--- config.mk ---
export PLATFORM = sky130hd
export DESIGN_NAME = partition_fit_allocator_top
export DESIGN_NICKNAME = d
export VERILOG_FILES = /design/src/rtl/pfa_pkg.sv /design/src/rtl/pfa_cell.sv /design/src/rtl/partition_fit_allocator_top.sv
export VERILOG_INCLUDE_DIRS = /design/src /design/src/rtl
export SDC_FILE = /design/constraint.sdc
export NUM_CORES = 2
export LEC_CHECK = 0
export BUFFER_PORTS_ARGS = -buffer_cell sky130_fd_sc_hd__buf_4
export CORE_AREA = 2 2 375 377
export DETAILED_ROUTE_END_ITERATION = 6
export DIE_AREA = 0 0 377 379
export SYNTH_ARGS = -nofsm -noshare
export SYNTH_HDL_FRONTEND = slang
export SYNTH_HIERARCHICAL = 1
export SYNTH_SLANG_ARGS = --single-unit
export TNS_END_PERCENT = 50
--- constraint.sdc ---
create_clock -name clk -period 5.1 [get_ports clk]
set_input_delay 0.765 -clock clk [delete_from_list [all_inputs] [get_ports clk]]
set_output_delay 0.765 -clock clk [all_outputs]
set_load 0.01 [all_outputs]
--- src/rtl/assert_macros.svh ---
// Assertion macros used by partition_fit_allocator_top of the partition fit allocator.
// Depends on nothing; each macro expects clk and rst_n in the including scope.
`ifndef ASSERT_MACROS_SVH
`define ASSERT_MACROS_SVH

// Same-cycle implication, disabled during reset.
`define ASSERT_IMPL(label, ante, cons, msg) \
    label: assert property (@(posedge clk) disable iff (!rst_n) (ante) |-> (cons)) \
        else $error(msg);

// Next-cycle implication, disabled during reset.
`define ASSERT_NEXT(label, ante, cons, msg) \
    label: assert property (@(posedge clk) disable iff (!rst_n) (ante) |=> (cons)) \
        else $error(msg);

`endif

--- src/rtl/pfa_pkg.sv ---
// Shared types and constants of the partition fit allocator.
// No dependencies; used by pfa_cell and partition_fit_allocator_top.
package pfa_pkg;

    localparam int NUM_PARTITIONS_DEF = 16;
    localparam int SIZE_BITS_DEF      = 16;

    localparam int CFG_INDEX_W = 2;
    localparam int CFG_DATA_W  = 8;

    localparam logic [CFG_INDEX_W-1:0] REG_POLICY_MODE     = 2'd0;
    localparam logic [CFG_INDEX_W-1:0] REG_PARTITION_COUNT = 2'd1;

    localparam logic [4:0] PARTITION_COUNT_RESET = 5'd16;

    typedef enum logic [1:0] {
        POLICY_FIRST = 2'd0,
        POLICY_BEST  = 2'd1,
        POLICY_WORST = 2'd2,
        POLICY_NEXT  = 2'd3
    } policy_t;

    typedef enum logic {
        CMD_LOAD  = 1'b0,
        CMD_ALLOC = 1'b1
    } command_t;

    typedef enum logic [1:0] {
        STATUS_ALLOCATED = 2'd0,
        STATUS_NO_FIT    = 2'd1,
        STATUS_SKIPPED   = 2'd2,
        STATUS_LOADED    = 2'd3
    } status_t;

    typedef enum logic [1:0] {
        ST_IDLE,
        ST_SCAN,
        ST_FINISH
    } state_t;

    typedef struct packed {
        command_t    command;
        logic [3:0]  partition_select;
        logic [15:0] partition_size;
        logic [15:0] request_size;
    } item_t;

    typedef struct packed {
        status_t     status;
        logic [3:0]  chosen_partition;
        logic [15:0] remaining_size;
    } result_t;

endpackage

--- src/rtl/pfa_cell.sv ---
// One partition cell: holds a free size and updates the passing scan record.
// Depends on pfa_pkg.
module pfa_cell #(
    parameter int CELL_INDEX = 0,
    parameter int SIZE_BITS  = pfa_pkg::SIZE_BITS_DEF,
    parameter int IDX_W      = 4,
    parameter int CNT_W      = 5,
    parameter int WI_W       = 8
) (
    input  logic                 clk,
    input  logic                 rst_n,
    input  pfa_pkg::policy_t     policy,
    input  logic [CNT_W-1:0]     active_count,
    input  logic [CNT_W-1:0]     start_index,
    input  logic [SIZE_BITS-1:0] request,
    input  logic                 wr_en,
    input  logic [WI_W-1:0]      wr_index,
    input  logic [SIZE_BITS-1:0] wr_value,
    input  logic                 in_found,
    input  logic [IDX_W-1:0]     in_index,
    input  logic [SIZE_BITS-1:0] in_value,
    input  logic                 in_wrap_found,
    input  logic [IDX_W-1:0]     in_wrap_index,
    input  logic [SIZE_BITS-1:0] in_wrap_value,
    output logic                 out_found,
    output logic [IDX_W-1:0]     out_index,
    output logic [SIZE_BITS-1:0] out_value,
    output logic                 out_wrap_found,
    output logic [IDX_W-1:0]     out_wrap_index,
    output logic [SIZE_BITS-1:0] out_wrap_value
);

    logic [SIZE_BITS-1:0] entry_reg;
    logic                 found_reg, found_next;
    logic [IDX_W-1:0]     index_reg, index_next;
    logic [SIZE_BITS-1:0] value_reg, value_next;
    logic                 wrap_found_reg, wrap_found_next;
    logic [IDX_W-1:0]     wrap_index_reg, wrap_index_next;
    logic [SIZE_BITS-1:0] wrap_value_reg, wrap_value_next;
    logic                 fits;
    logic                 upper;
    logic                 take;
    logic                 take_wrap;

    assign fits  = (CNT_W'(CELL_INDEX) < active_count) && (entry_reg >= request);
    assign upper = CNT_W'(CELL_INDEX) >= start_index;

    always_comb
    begin
        take      = 1'b0;
        take_wrap = 1'b0;
        unique case (policy)
            pfa_pkg::POLICY_FIRST: take = fits && !in_found;
            pfa_pkg::POLICY_BEST:  take = fits && (!in_found || entry_reg < in_value);
            pfa_pkg::POLICY_WORST: take = fits && (!in_found || entry_reg > in_value);
            pfa_pkg::POLICY_NEXT:
            begin
                take      = fits && upper && !in_found;
                take_wrap = fits && !upper && !in_wrap_found;
            end
            default: take = 1'b0;
        endcase
    end

    always_comb
    begin
        found_next      = in_found || take;
        index_next      = take ? IDX_W'(CELL_INDEX) : in_index;
        value_next      = take ? entry_reg : in_value;
        wrap_found_next = in_wrap_found || take_wrap;
        wrap_index_next = take_wrap ? IDX_W'(CELL_INDEX) : in_wrap_index;
        wrap_value_next = take_wrap ? entry_reg : in_wrap_value;
    end

    always_ff @(posedge clk)
    begin
        if (wr_en && wr_index == WI_W'(CELL_INDEX))
        begin
            entry_reg <= wr_value;
        end
        index_reg      <= index_next;
        value_reg      <= value_next;
        wrap_index_reg <= wrap_index_next;
        wrap_value_reg <= wrap_value_next;
    end

    always_ff @(posedge clk or negedge rst_n)
    begin
        if (!rst_n)
        begin
            found_reg      <= 1'b0;
            wrap_found_reg <= 1'b0;
        end
        else
        begin
            found_reg      <= found_next;
            wrap_found_reg <= wrap_found_next;
        end
    end

    assign out_found      = found_reg;
    assign out_index      = index_reg;
    assign out_value      = value_reg;
    assign out_wrap_found = wrap_found_reg;
    assign out_wrap_index = wrap_index_reg;
    assign out_wrap_value = wrap_value_reg;

endmodule

--- src/rtl/partition_fit_allocator_top.sv ---
// Top level of the partition fit allocator: control, config registers, cell chain.
// Depends on pfa_pkg, pfa_cell and assert_macros.svh.
//
// Usage:
//   Command channel: an item (load or allocate) transfers on a rising edge with
//   start high and busy low. Each item yields one result on the result port,
//   valid for exactly one cycle while done is high; the receiver cannot stall.
//   Config channel: cfg_valid/cfg_ready with cfg_index and cfg_data; ready is
//   always high. Index 0 sets the policy, index 1 the partition count. Write
//   config only while idle.
//   Results: a load or a skipped request gives its result in the cycle after the
//   transfer. An allocate enters ST_SCAN while the scan record walks the cell
//   chain one cell per cycle, then ST_FINISH picks the winner, writes the reduced
//   size back into its cell and registers the result.
//   One item is in flight at a time; busy is high in an allocate's scan and finish,
//   and a new item can transfer in the cycle its predecessor's result shows.
//   Reset: control, policy (first fit), count (16), stop flag and next-fit
//   pointer are cleared; partition sizes are undefined until loaded.
`include "assert_macros.svh"

module partition_fit_allocator_top #(
    parameter int NUM_PARTITIONS = pfa_pkg::NUM_PARTITIONS_DEF,
    parameter int SIZE_BITS      = pfa_pkg::SIZE_BITS_DEF
) (
    input  logic                             clk,
    input  logic                             rst_n,
    input  logic                             start,
    output logic                             busy,
    input  pfa_pkg::item_t                   item,
    output logic                             done,
    output pfa_pkg::result_t                 result,
    input  logic                             cfg_valid,
    output logic                             cfg_ready,
    input  logic [pfa_pkg::CFG_INDEX_W-1:0]  cfg_index,
    input  logic [pfa_pkg::CFG_DATA_W-1:0]   cfg_data
);

    localparam int IDX_W = (NUM_PARTITIONS > 1) ? $clog2(NUM_PARTITIONS) : 1;
    localparam int CNT_W = ($clog2(NUM_PARTITIONS + 1) > 5) ? $clog2(NUM_PARTITIONS + 1) : 5;
    localparam int WI_W  = IDX_W + 4;

    pfa_pkg::state_t      state_reg, state_next;
    pfa_pkg::policy_t     policy_reg, policy_next;
    logic [4:0]           count_reg, count_next;
    logic                 stopped_reg, stopped_next;
    logic [3:0]           rover_reg, rover_next;
    logic [IDX_W-1:0]     scan_cnt_reg, scan_cnt_next;
    logic [SIZE_BITS-1:0] req_reg, req_next;
    logic                 done_reg, done_next;
    pfa_pkg::result_t     result_reg, result_next;

    logic                 accept;
    logic [CNT_W-1:0]     count_ext;
    logic [CNT_W-1:0]     active_count;
    logic [CNT_W-1:0]     rover_ext;
    logic [CNT_W-1:0]     start_index;
    logic [SIZE_BITS+15:0] req_wide;
    logic [SIZE_BITS+15:0] psize_wide;
    logic                 wr_en;
    logic [WI_W-1:0]      wr_index;
    logic [SIZE_BITS-1:0] wr_value;
    logic                 pick_found;
    logic [IDX_W-1:0]     pick_index;
    logic [SIZE_BITS-1:0] pick_value;
    logic [SIZE_BITS-1:0] remain;
    logic [SIZE_BITS+15:0] remain_wide;
    logic [IDX_W+3:0]     pick_wide;

    logic                 chain_found [NUM_PARTITIONS+1];
    logic [IDX_W-1:0]     chain_index [NUM_PARTITIONS+1];
    logic [SIZE_BITS-1:0] chain_value [NUM_PARTITIONS+1];
    logic                 chain_wrap_found [NUM_PARTITIONS+1];
    logic [IDX_W-1:0]     chain_wrap_index [NUM_PARTITIONS+1];
    logic [SIZE_BITS-1:0] chain_wrap_value [NUM_PARTITIONS+1];

    assign busy      = state_reg != pfa_pkg::ST_IDLE;
    assign accept    = start && !busy;
    assign cfg_ready = 1'b1;
    assign done      = done_reg;
    assign result    = result_reg;

    assign count_ext    = CNT_W'(count_reg);
    assign active_count = (count_reg == 5'd0) ? CNT_W'(1) :
                          (count_ext > CNT_W'(NUM_PARTITIONS)) ? CNT_W'(NUM_PARTITIONS) :
                          count_ext;
    assign rover_ext    = CNT_W'(rover_reg);
    assign start_index  = (rover_ext < active_count) ? rover_ext : '0;

    assign req_wide   = {{SIZE_BITS{1'b0}}, item.request_size};
    assign psize_wide = {{SIZE_BITS{1'b0}}, item.partition_size};

    // cell chain
    assign chain_found[0]      = 1'b0;
    assign chain_index[0]      = '0;
    assign chain_value[0]      = '0;
    assign chain_wrap_found[0] = 1'b0;
    assign chain_wrap_index[0] = '0;
    assign chain_wrap_value[0] = '0;

    for (genvar g = 0; g < NUM_PARTITIONS; g++)
    begin : g_cell
        pfa_cell #(
            .CELL_INDEX (g),
            .SIZE_BITS  (SIZE_BITS),
            .IDX_W      (IDX_W),
            .CNT_W      (CNT_W),
            .WI_W       (WI_W)
        ) u_cell (
            .clk            (clk),
            .rst_n          (rst_n),
            .policy         (policy_reg),
            .active_count   (active_count),
            .start_index    (start_index),
            .request        (req_reg),
            .wr_en          (wr_en),
            .wr_index       (wr_index),
            .wr_value       (wr_value),
            .in_found       (chain_found[g]),
            .in_index       (chain_index[g]),
            .in_value       (chain_value[g]),
            .in_wrap_found  (chain_wrap_found[g]),
            .in_wrap_index  (chain_wrap_index[g]),
            .in_wrap_value  (chain_wrap_value[g]),
            .out_found      (chain_found[g+1]),
            .out_index      (chain_index[g+1]),
            .out_value      (chain_value[g+1]),
            .out_wrap_found (chain_wrap_found[g+1]),
            .out_wrap_index (chain_wrap_index[g+1]),
            .out_wrap_value (chain_wrap_value[g+1])
        );
    end

    // wrap candidate only exists under next fit
    assign pick_found  = chain_found[NUM_PARTITIONS] || chain_wrap_found[NUM_PARTITIONS];
    assign pick_index  = chain_found[NUM_PARTITIONS] ? chain_index[NUM_PARTITIONS] :
                         chain_wrap_index[NUM_PARTITIONS];
    assign pick_value  = chain_found[NUM_PARTITIONS] ? chain_value[NUM_PARTITIONS] :
                         chain_wrap_value[NUM_PARTITIONS];
    assign remain      = pick_value - req_reg;
    assign remain_wide = {16'b0, remain};
    assign pick_wide   = {4'b0, pick_index};

    // config registers
    always_comb
    begin
        policy_next = policy_reg;
        count_next  = count_reg;
        if (cfg_valid && cfg_ready)
        begin
            unique case (cfg_index)
                pfa_pkg::REG_POLICY_MODE:     policy_next = pfa_pkg::policy_t'(cfg_data[1:0]);
                pfa_pkg::REG_PARTITION_COUNT: count_next  = cfg_data[4:0];
                default: ;
            endcase
        end
    end

    // next state
    always_comb
    begin
        state_next = state_reg;
        unique case (state_reg)
            pfa_pkg::ST_IDLE:
            begin
                if (accept && item.command == pfa_pkg::CMD_ALLOC && !stopped_reg)
                begin
                    state_next = pfa_pkg::ST_SCAN;
                end
            end
            pfa_pkg::ST_SCAN:
            begin
                if (scan_cnt_reg == IDX_W'(NUM_PARTITIONS - 1))
                begin
                    state_next = pfa_pkg::ST_FINISH;
                end
            end
            pfa_pkg::ST_FINISH: state_next = pfa_pkg::ST_IDLE;
            default:            state_next = pfa_pkg::ST_IDLE;
        endcase
    end

    // outputs and datapath
    always_comb
    begin
        stopped_next  = stopped_reg;
        rover_next    = rover_reg;
        scan_cnt_next = '0;
        req_next      = req_reg;
        done_next     = 1'b0;
        result_next   = result_reg;
        wr_en         = 1'b0;
        wr_index      = WI_W'(item.partition_select);
        wr_value      = psize_wide[SIZE_BITS-1:0];
        unique case (state_reg)
            pfa_pkg::ST_IDLE:
            begin
                req_next = req_wide[SIZE_BITS-1:0];
                if (accept)
                begin
                    result_next.chosen_partition = '0;
                    result_next.remaining_size   = '0;
                    if (item.command == pfa_pkg::CMD_LOAD)
                    begin
                        wr_en              = 1'b1;
                        stopped_next       = 1'b0;
                        rover_next         = '0;
                        done_next          = 1'b1;
                        result_next.status = pfa_pkg::STATUS_LOADED;
                    end
                    else if (stopped_reg)
                    begin
                        done_next          = 1'b1;
                        result_next.status = pfa_pkg::STATUS_SKIPPED;
                    end
                end
            end
            pfa_pkg::ST_SCAN:
            begin
                scan_cnt_next = scan_cnt_reg + 1'b1;
            end
            pfa_pkg::ST_FINISH:
            begin
                done_next = 1'b1;
                if (pick_found)
                begin
                    wr_en                        = 1'b1;
                    wr_index                     = WI_W'(pick_index);
                    wr_value                     = remain;
                    rover_next                   = pick_wide[3:0];
                    result_next.status           = pfa_pkg::STATUS_ALLOCATED;
                    result_next.chosen_partition = pick_wide[3:0];
                    result_next.remaining_size   = remain_wide[15:0];
                end
                else
                begin
                    stopped_next                 = 1'b1;
                    result_next.status           = pfa_pkg::STATUS_NO_FIT;
                    result_next.chosen_partition = '0;
                    result_next.remaining_size   = '0;
                end
            end
            default: ;
        endcase
    end

    always_ff @(posedge clk)
    begin
        req_reg    <= req_next;
        result_reg <= result_next;
    end

    always_ff @(posedge clk or negedge rst_n)
    begin
        if (!rst_n)
        begin
            state_reg    <= pfa_pkg::ST_IDLE;
            policy_reg   <= pfa_pkg::POLICY_FIRST;
            count_reg    <= pfa_pkg::PARTITION_COUNT_RESET;
            stopped_reg  <= 1'b0;
            rover_reg    <= '0;
            scan_cnt_reg <= '0;
            done_reg     <= 1'b0;
        end
        else
        begin
            state_reg    <= state_next;
            policy_reg   <= policy_next;
            count_reg    <= count_next;
            stopped_reg  <= stopped_next;
            rover_reg    <= rover_next;
            scan_cnt_reg <= scan_cnt_next;
            done_reg     <= done_next;
        end
    end

    `ASSERT_IMPL(a_done_idle, done, !busy, "result strobe while busy")
    `ASSERT_NEXT(a_load_result, accept && item.command == pfa_pkg::CMD_LOAD,
                 done && result.status == pfa_pkg::STATUS_LOADED, "load result missing")
    `ASSERT_NEXT(a_skip_result, accept && item.command == pfa_pkg::CMD_ALLOC && stopped_reg,
                 done && result.status == pfa_pkg::STATUS_SKIPPED, "skip result missing")
    `ASSERT_IMPL(a_zero_fields, done && result.status != pfa_pkg::STATUS_ALLOCATED,
                 result.chosen_partition == 4'd0 && result.remaining_size == 16'd0,
                 "nonzero fields without allocation")

endmodule
## Yosys cells after proc, flatten, opt, wreduce, memory -nomap -nowiden

Cells that the tools add are included.
W data, S select, Z words.

- Add/subtract/negate cells: 2
- Order comparisons: 80
- Eq/ne operators: 29
- Mux-type cells: 98
- Reductions and logical operators: 266

Operators by type and width:

| operator | number |
|---|---|
| $mux W16 | 33 |
| $ge A16 B16 Y1 | 16 |
| $gt A16 B16 Y1 | 15 |
| $lt A16 B16 Y1 | 15 |
| $logic_and A1 B1 Y1 | 142 |
| $logic_or A1 B1 Y1 | 61 |
| $pmux W1 S4 | 15 |
| $logic_not A1 Y1 | 48 |
| $pmux W22 S2 | 1 |
| $lt A4 B5 Y1 const A | 8 |
| $eq A4 B4 Y1 const B | 9 |
| $ge A4 B4 Y1 const A | 8 |
| $mux W4 | 8 |
| $mux W1 | 27 |
| $mux W22 | 1 |
| $mux W21 | 1 |
| $lt A3 B5 Y1 const A | 4 |
| $eq A4 B3 Y1 const B | 4 |
| $ge A3 B4 Y1 const A | 4 |
| $sub A16 B16 Y16 | 1 |
| $ne A2 B2 Y1 const B | 6 |
| $lt A1 B5 Y1 const A | 2 |
| $lt A2 B5 Y1 const A | 2 |
| $mux W5 | 2 |
| other kinds (22) | 42 |

- Register bits: 977
- Input bits: 51
- Output and inout port bits: 25
- Logic and storage cells: 596

## Depth between registers and ports, before layout

- Depth after elaboration: 11
- Mapped depth: 13
- Gate-level depth less buffers: 12

## Modules after synthesis

The synthesis kept the hierarchy.

Modules (own cells, without submodules):

| module | times used | cells each | area an instance (sq um) | seq. area each (sq um) |
|---|---|---|---|---|
| partition_fit_allocator_top | 1 | 339 | 3,597.2 | 1,617.8 |
| pfa_cell (g_cell[13].u_cell) | 1 | 230 | 2,872.8 | 1,331.3 |
| pfa_cell (g_cell[0].u_cell) | 1 | 229 | 2,870.3 | 1,331.3 |
| pfa_cell (g_cell[14].u_cell) | 1 | 228 | 2,859.0 | 1,331.3 |
| pfa_cell (g_cell[7].u_cell) | 1 | 227 | 2,854.0 | 1,331.3 |
| pfa_cell (g_cell[10].u_cell) | 1 | 237 | 2,840.2 | 1,331.3 |
| pfa_cell (g_cell[5].u_cell) | 1 | 233 | 2,829.0 | 1,331.3 |
| pfa_cell (g_cell[3].u_cell) | 1 | 233 | 2,824.0 | 1,331.3 |
| pfa_cell (g_cell[6].u_cell) | 1 | 229 | 2,795.2 | 1,331.3 |
| pfa_cell (g_cell[9].u_cell) | 1 | 231 | 2,783.9 | 1,331.3 |
| pfa_cell (g_cell[15].u_cell) | 1 | 229 | 2,773.9 | 1,331.3 |
| pfa_cell (g_cell[8].u_cell) | 1 | 229 | 2,767.7 | 1,331.3 |
| pfa_cell (g_cell[12].u_cell) | 1 | 230 | 2,766.4 | 1,331.3 |
| pfa_cell (g_cell[11].u_cell) | 1 | 227 | 2,755.1 | 1,331.3 |
| +3 rows | - | - | - | - |

## Worst setup path before layout

OpenSTA, ideal clock, no wires.

- Kind: reg2reg
- Start point: register state_reg[0]
- End point: register g_cell[15].u_cell.entry_reg[0], enable pin
- Setup time: 436 ps
- Arrival time: 4,335 ps
- Data required time: 4,664 ps
- Setup slack: 329 ps
- Cell stages (with the launch flop): 8
- Buffers on the path: 1
- Period minus slack after synthesis: 4,771 ps
- Path through: dfrtp_1 -> buf_6 -> nor2_1 -> inv_1 -> o21a_1 -> inv_1 -> or4b_2 -> nor4b_1

- Longest elaborated chain between the ends: 6
- Elaborated cells on any way between the ends: 10
- Those cells by class: 2 x eq/ne; 3 x mux; 5 x reduce/logical

Ends and longest elaborated chain:

| element | line | RTL |
|---|---|---|
| start, declared | partition_fit_allocator_top.sv:42 | `pfa_pkg::state_t state_reg, state_next;` |
| start signal, assigned | partition_fit_allocator_top.sv:256 | `state_reg <= pfa_pkg::ST_IDLE;` |
| start signal, assigned | partition_fit_allocator_top.sv:266 | `state_reg <= state_next;` |
| $reduce_bool A2 Y1 | partition_fit_allocator_top.sv:76 | `assign busy = state_reg != pfa_pkg::ST_IDLE;` |
| named net busy | partition_fit_allocator_top.sv:28 | `output logic busy,` |
| $logic_not A1 Y1 | partition_fit_allocator_top.sv:77 | `assign accept = start && !busy;` |
| $logic_and A1 B1 Y1 | partition_fit_allocator_top.sv:77 |  |
| $mux W1 | partition_fit_allocator_top.sv:198 | `if (accept)` |
| $pmux W1 S2 | partition_fit_allocator_top.sv:194 | `unique case (state_reg)` |
| named net wr_en | partition_fit_allocator_top.sv:59 | `logic wr_en;` |
| $logic_and A1 B1 Y1 | pfa_cell.sv:77 | `if (wr_en && wr_index == WI_W'(CELL_INDEX))` |
| end signal, assigned | pfa_cell.sv:79 | `entry_reg <= wr_value;` |
| end, declared | pfa_cell.sv:33 | `logic [SIZE_BITS-1:0] entry_reg;` |

The timed path passes the listed nets, and every way through them passes these cells.
A chain may end at the register's enable or synchronous reset.

## Worst setup path in the final report

- Start point: register count_reg[4], in the netlist count_ext[4]
- End point: register g_cell[12].u_cell.value_reg[8]

- Longest elaborated chain between the ends: 10
- Elaborated cells on any way between the ends: 16
- Those cells by class: 4 x order compare; 5 x mux; 7 x reduce/logical

Ends and longest elaborated chain:

| element | line | RTL |
|---|---|---|
| start, declared | partition_fit_allocator_top.sv:44 | `logic [4:0] count_reg, count_next;` |
| start signal, assigned | partition_fit_allocator_top.sv:258 | `count_reg <= pfa_pkg::PARTITION_COUNT_RESET;` |
| start signal, assigned | partition_fit_allocator_top.sv:268 | `count_reg <= count_next;` |
| $gt A5 B5 Y1 | partition_fit_allocator_top.sv:84 | `(count_ext > CNT_W'(NUM_PARTITIONS)) ? CNT_W'(NUM_PARTITIONS) :` |
| $mux W5 | partition_fit_allocator_top.sv:84 |  |
| $mux W5 * | partition_fit_allocator_top.sv:83 | `assign active_count = (count_reg == 5'd0) ? CNT_W'(1) :` |
| $lt A4 B5 Y1 * | partition_fit_allocator_top.sv:87 | `assign start_index = (rover_ext < active_count) ? rover_ext : '0;` |
| $mux W4 * | partition_fit_allocator_top.sv:87 |  |
| named net start_index[3] | partition_fit_allocator_top.sv:56 | `logic [CNT_W-1:0] start_index;` |
| $ge A4 B4 Y1 * | pfa_cell.sv:46 | `assign upper = CNT_W'(CELL_INDEX) >= start_index;` |
| $logic_and A1 B1 Y1 * (2 in series) | pfa_cell.sv:58 | `take = fits && upper && !in_found;` |
| $pmux W1 S4 * | pfa_cell.sv:52 | `unique case (policy)` |
| $mux W16 * | pfa_cell.sv:69 | `value_next = take ? entry_reg : in_value;` |
| named net g_cell[12].u_cell.value_next[8] | pfa_cell.sv:36 | `logic [SIZE_BITS-1:0] value_reg, value_next;` |
| end signal, assigned | pfa_cell.sv:82 | `value_reg <= value_next;` |
| end, declared | pfa_cell.sv:36 |  |

The timed path passes the listed nets; every way through them passes the cells marked *.

==> results.toml <==
[worst_setup_path]
cp-startpoint = "count_ext[4]"
cp_data_arrival_time_ps = 5070
crit_type = "reg -> reg"
end_kind = "register"
critPathMaxFanout = 15
startpoint_type = "register"
required_ps = 5660
r2r_start = "count_ext[4]"

[sta]
slew_headroom_pct = -48.5
whs_ps = 177
fmax_ghz = 0.222
period_needed_ps = 4510
drv_slew = 22
fin_ws_ps = 590
finalHoldViolCount = 0
rsz0062_at_grt = "no"
tightest_slew_ps = 2220
skew_ps = 47.5
setup-violations-final = 0
fin_crit_sh_pct = 88.4
tns_ps = 0

[power]
p_total_mw = 26.8
ir_worst_vdd_mv = 0.307
p_leak_nw = 24.8
p_per_area_mw_per_mm2 = 485

[drt]
wl_mm = 130
dr.pass1.iters = 5
vias = 30666
ant_nets = 0
viasPerCell = 4.92
routedWlPerCell_um = 20.8
route.detailed.drc = 0
dr.first_iter.drc_count = 1931

[logic_synthesis]
syn_inst = 4013
synth_warnings = 6
ys_seq_area_share_pct = 47.5
synthArstFlopShare_pct = 5.18
synth_edf_count = 294
ys_seq_elements = 985
syn_area_mm2 = 0.0483
synth_area_per_cell_um2 = 12.0
ys_types = 113
synth_top_flop_cell = "dfxtp_1"

[placed_design]
place_hpwl_mm = 95.7
globalplace.congestion = 0.869
pre_cts_slack_ps = 724
io_buffer_count = 71

[floorplan]
dieArea_mm2 = 0.143
num_rows = 137
io_pins = 76
core_area_mm2 = 0.139
dieHeight_um = 379
start_util_pct = 34.8
die_w_um = 377

[grt]
grt_max_degree = 52
grt_overflow = 0
grt_pass1_vias = 30464
grt_first_pass_wirelength_mm = 192
antenna_found_initial = 6
grt_use_total_pct = 18.0

[run_status]
violations = "slew limit"
status = "finished, violations left"

[cts]
ctsResizeCount = 0
cts_sinks = 985
clkTransAtPathRegs_ps = 60
cts_buffers = 98
clockRootBuffer = "clkbuf_16"
clockBufferDepth = 3
clkLatencyLatePin_ps = 710
cts_setup_buffers = 0
tritoncts = "yes"
h-tree-depth = 3
cts_hold_buf = 0

[hold_path]
hold_class = "in -> async"

[finish]
finalNetCount = 4954
fin_util_pct = 39.8
fillers = 13208
area_growth_pct = 14.4
layout-drive-gt1-share_pct = 20.2

[flow_run]
maxCapViolCount = 0
[per-stage QoR]
stage / cells / instance area [um^2]
5_1_grt: 6231 / 55300
3_5_place_dp: 6045 / 51900
3_3_place_gp: 6045 / 51900
2_1_floorplan: 4156 / 48800
4_1_cts: 6231 / 55300
6_report: 6232 / 55300
[routing by layer]
layer  vias to the layer above  share of wire, %  track usage (%)
met5                         -                 0                0
met4                         0               2.5             4.61
met3                       188               5.3             2.86
met2                       683                47             30.3
met1                     14940                45             24.1
li1                      14855                 -                -
[layout by cell type, fill, tap and decap left out, drive strengths merged, types with 18 or more instances in the layout]
| cell type | Yosys | final |
|---|---|---|
| edfxtp | 294 | 294 |
| nand2 | 93 | 93 |
| nor2 | 65 | 65 |
| nand2b | 66 | 66 |
| nor4b | 20 | 20 |
| o21ai | 88 | 88 |
| clkinv | 0 | 28 |
| conb | 2 | 145 |
| ha | 564 | 564 |
| nor2b | 68 | 68 |
| and2 | 38 | 38 |
| a21oi | 202 | 202 |
| a2111oi | 19 | 19 |
| nand4 | 92 | 92 |
| nor4 | 21 | 21 |
| nand3 | 51 | 51 |
| inv | 569 | 577 |
| nand3b | 20 | 20 |
| a21o | 69 | 69 |
| o211ai | 38 | 38 |
| mux2 | 533 | 533 |
| or2 | 49 | 49 |
| or4 | 23 | 23 |
| dfxtp | 640 | 640 |
| clkbuf | 4 | 136 |
| buf | 72 | 158 |
| dfrtp | 50 | 50 |
| o21a | 18 | 18 |
| nor3 | 28 | 28 |
[synthesized netlist by cell type (9+ instances only)]
cell type | instances | area, um^2
dfxtp_1 | 640 | 12800
inv_1 | 569 | 2140
ha_1 | 564 | 7060
edfxtp_1 | 294 | 8830
mux2_4 | 255 | 3830
a21oi_1 | 190 | 951
mux2_2 | 179 | 2020
mux2_1 | 99 | 1110
nand2_1 | 91 | 342
nand4_1 | 88 | 551
o21ai_0 | 74 | 370
nor2b_1 | 68 | 425
a21o_1 | 66 | 495
nand2b_1 | 65 | 407
nor2_1 | 65 | 244
dfrtp_1 | 50 | 1250
nand3_1 | 50 | 250
buf_6 | 44 | 495
and2_1 | 38 | 238
o211ai_1 | 34 | 255
nor3_1 | 27 | 135
or2_1 | 25 | 156
or2_2 | 24 | 150
or4_1 | 21 | 158
nor4b_1 | 20 | 175
nor4_1 | 19 | 119
nand3b_1 | 18 | 135
o21a_1 | 18 | 135
a31oi_1 | 15 | 93.8
buf_2 | 14 | 70.1
a221o_1 | 12 | 120
o21ai_1 | 11 | 55.1
a211o_1 | 10 | 87.6
a21oi_2 | 10 | 87.6
buf_4 | 10 | 75.1
mux2i_1 | 9 | 90.1
o31a_1 | 9 | 78.8
[cell families after synthesis]
kind of cell | after synthesis | share of synthesized area (%)
DFF | 985 | 47.5
buffers and inverters | 645 | 5.87
muxes | 542 | 14.6
adders and majority gates | 565 | 14.7
xor gates and xnor gates | 11 | 0.199
and+or+nand+nor | 673 | 8.36
other | 2 | 0.0156
AOI/OAI and AO/OA | 590 | 8.85
[worst max-delay path, cell delays in order, from the launching register on]
cell       delay, ps
dfstp_2          550
nand2b_1         300
ha_1             290
or2_2            290
a31oi_1          260
and2_1           780
o211a_1          260
o21ai_0          150
a21boi_0         310
nand4bb_1        510
buf_4            310
mux2_1           340
[power by group]
part	total (mW)	internal [mW]	switching, mW	leakage, nW
Clock	7.59	4.39	3.20	1.66
Sequential	11.0	9.87	1.16	8.63
Combinational	8.19	3.94	4.25	14.5
[cell type report]
type                            instances  area (um^2)  area share, %
Sequential cell                       985        22900           41.5
Clock inverter                         50          608           1.10
Timing Repair Buffer                  158         1250           2.26
Antenna cell                            1         2.50        0.00453
Tap cell                             1807         2260           4.09
Inverter                              569         2140           3.86
Multi-Input combinational cell       2526        23300           42.1
Clock buffer                          136         2800           5.07
[final timing paths]
check,depth (start not counted),slack [ps],to
max in group asynchronous,1,4280,policy_reg[0]
hold / removal,1,180,g_cell[0].u_cell/out_found
setup / recovery,11,590,g_cell[12].u_cell/out_value[8]
hold reg to reg,1,410,g_cell[15].u_cell/out_wrap_index[3]
setup reg to reg,11,590,g_cell[12].u_cell/out_value[8]
min in group clk,1,240,req_reg[13]
No activity file was read; power rests on OpenSTA's default activity.
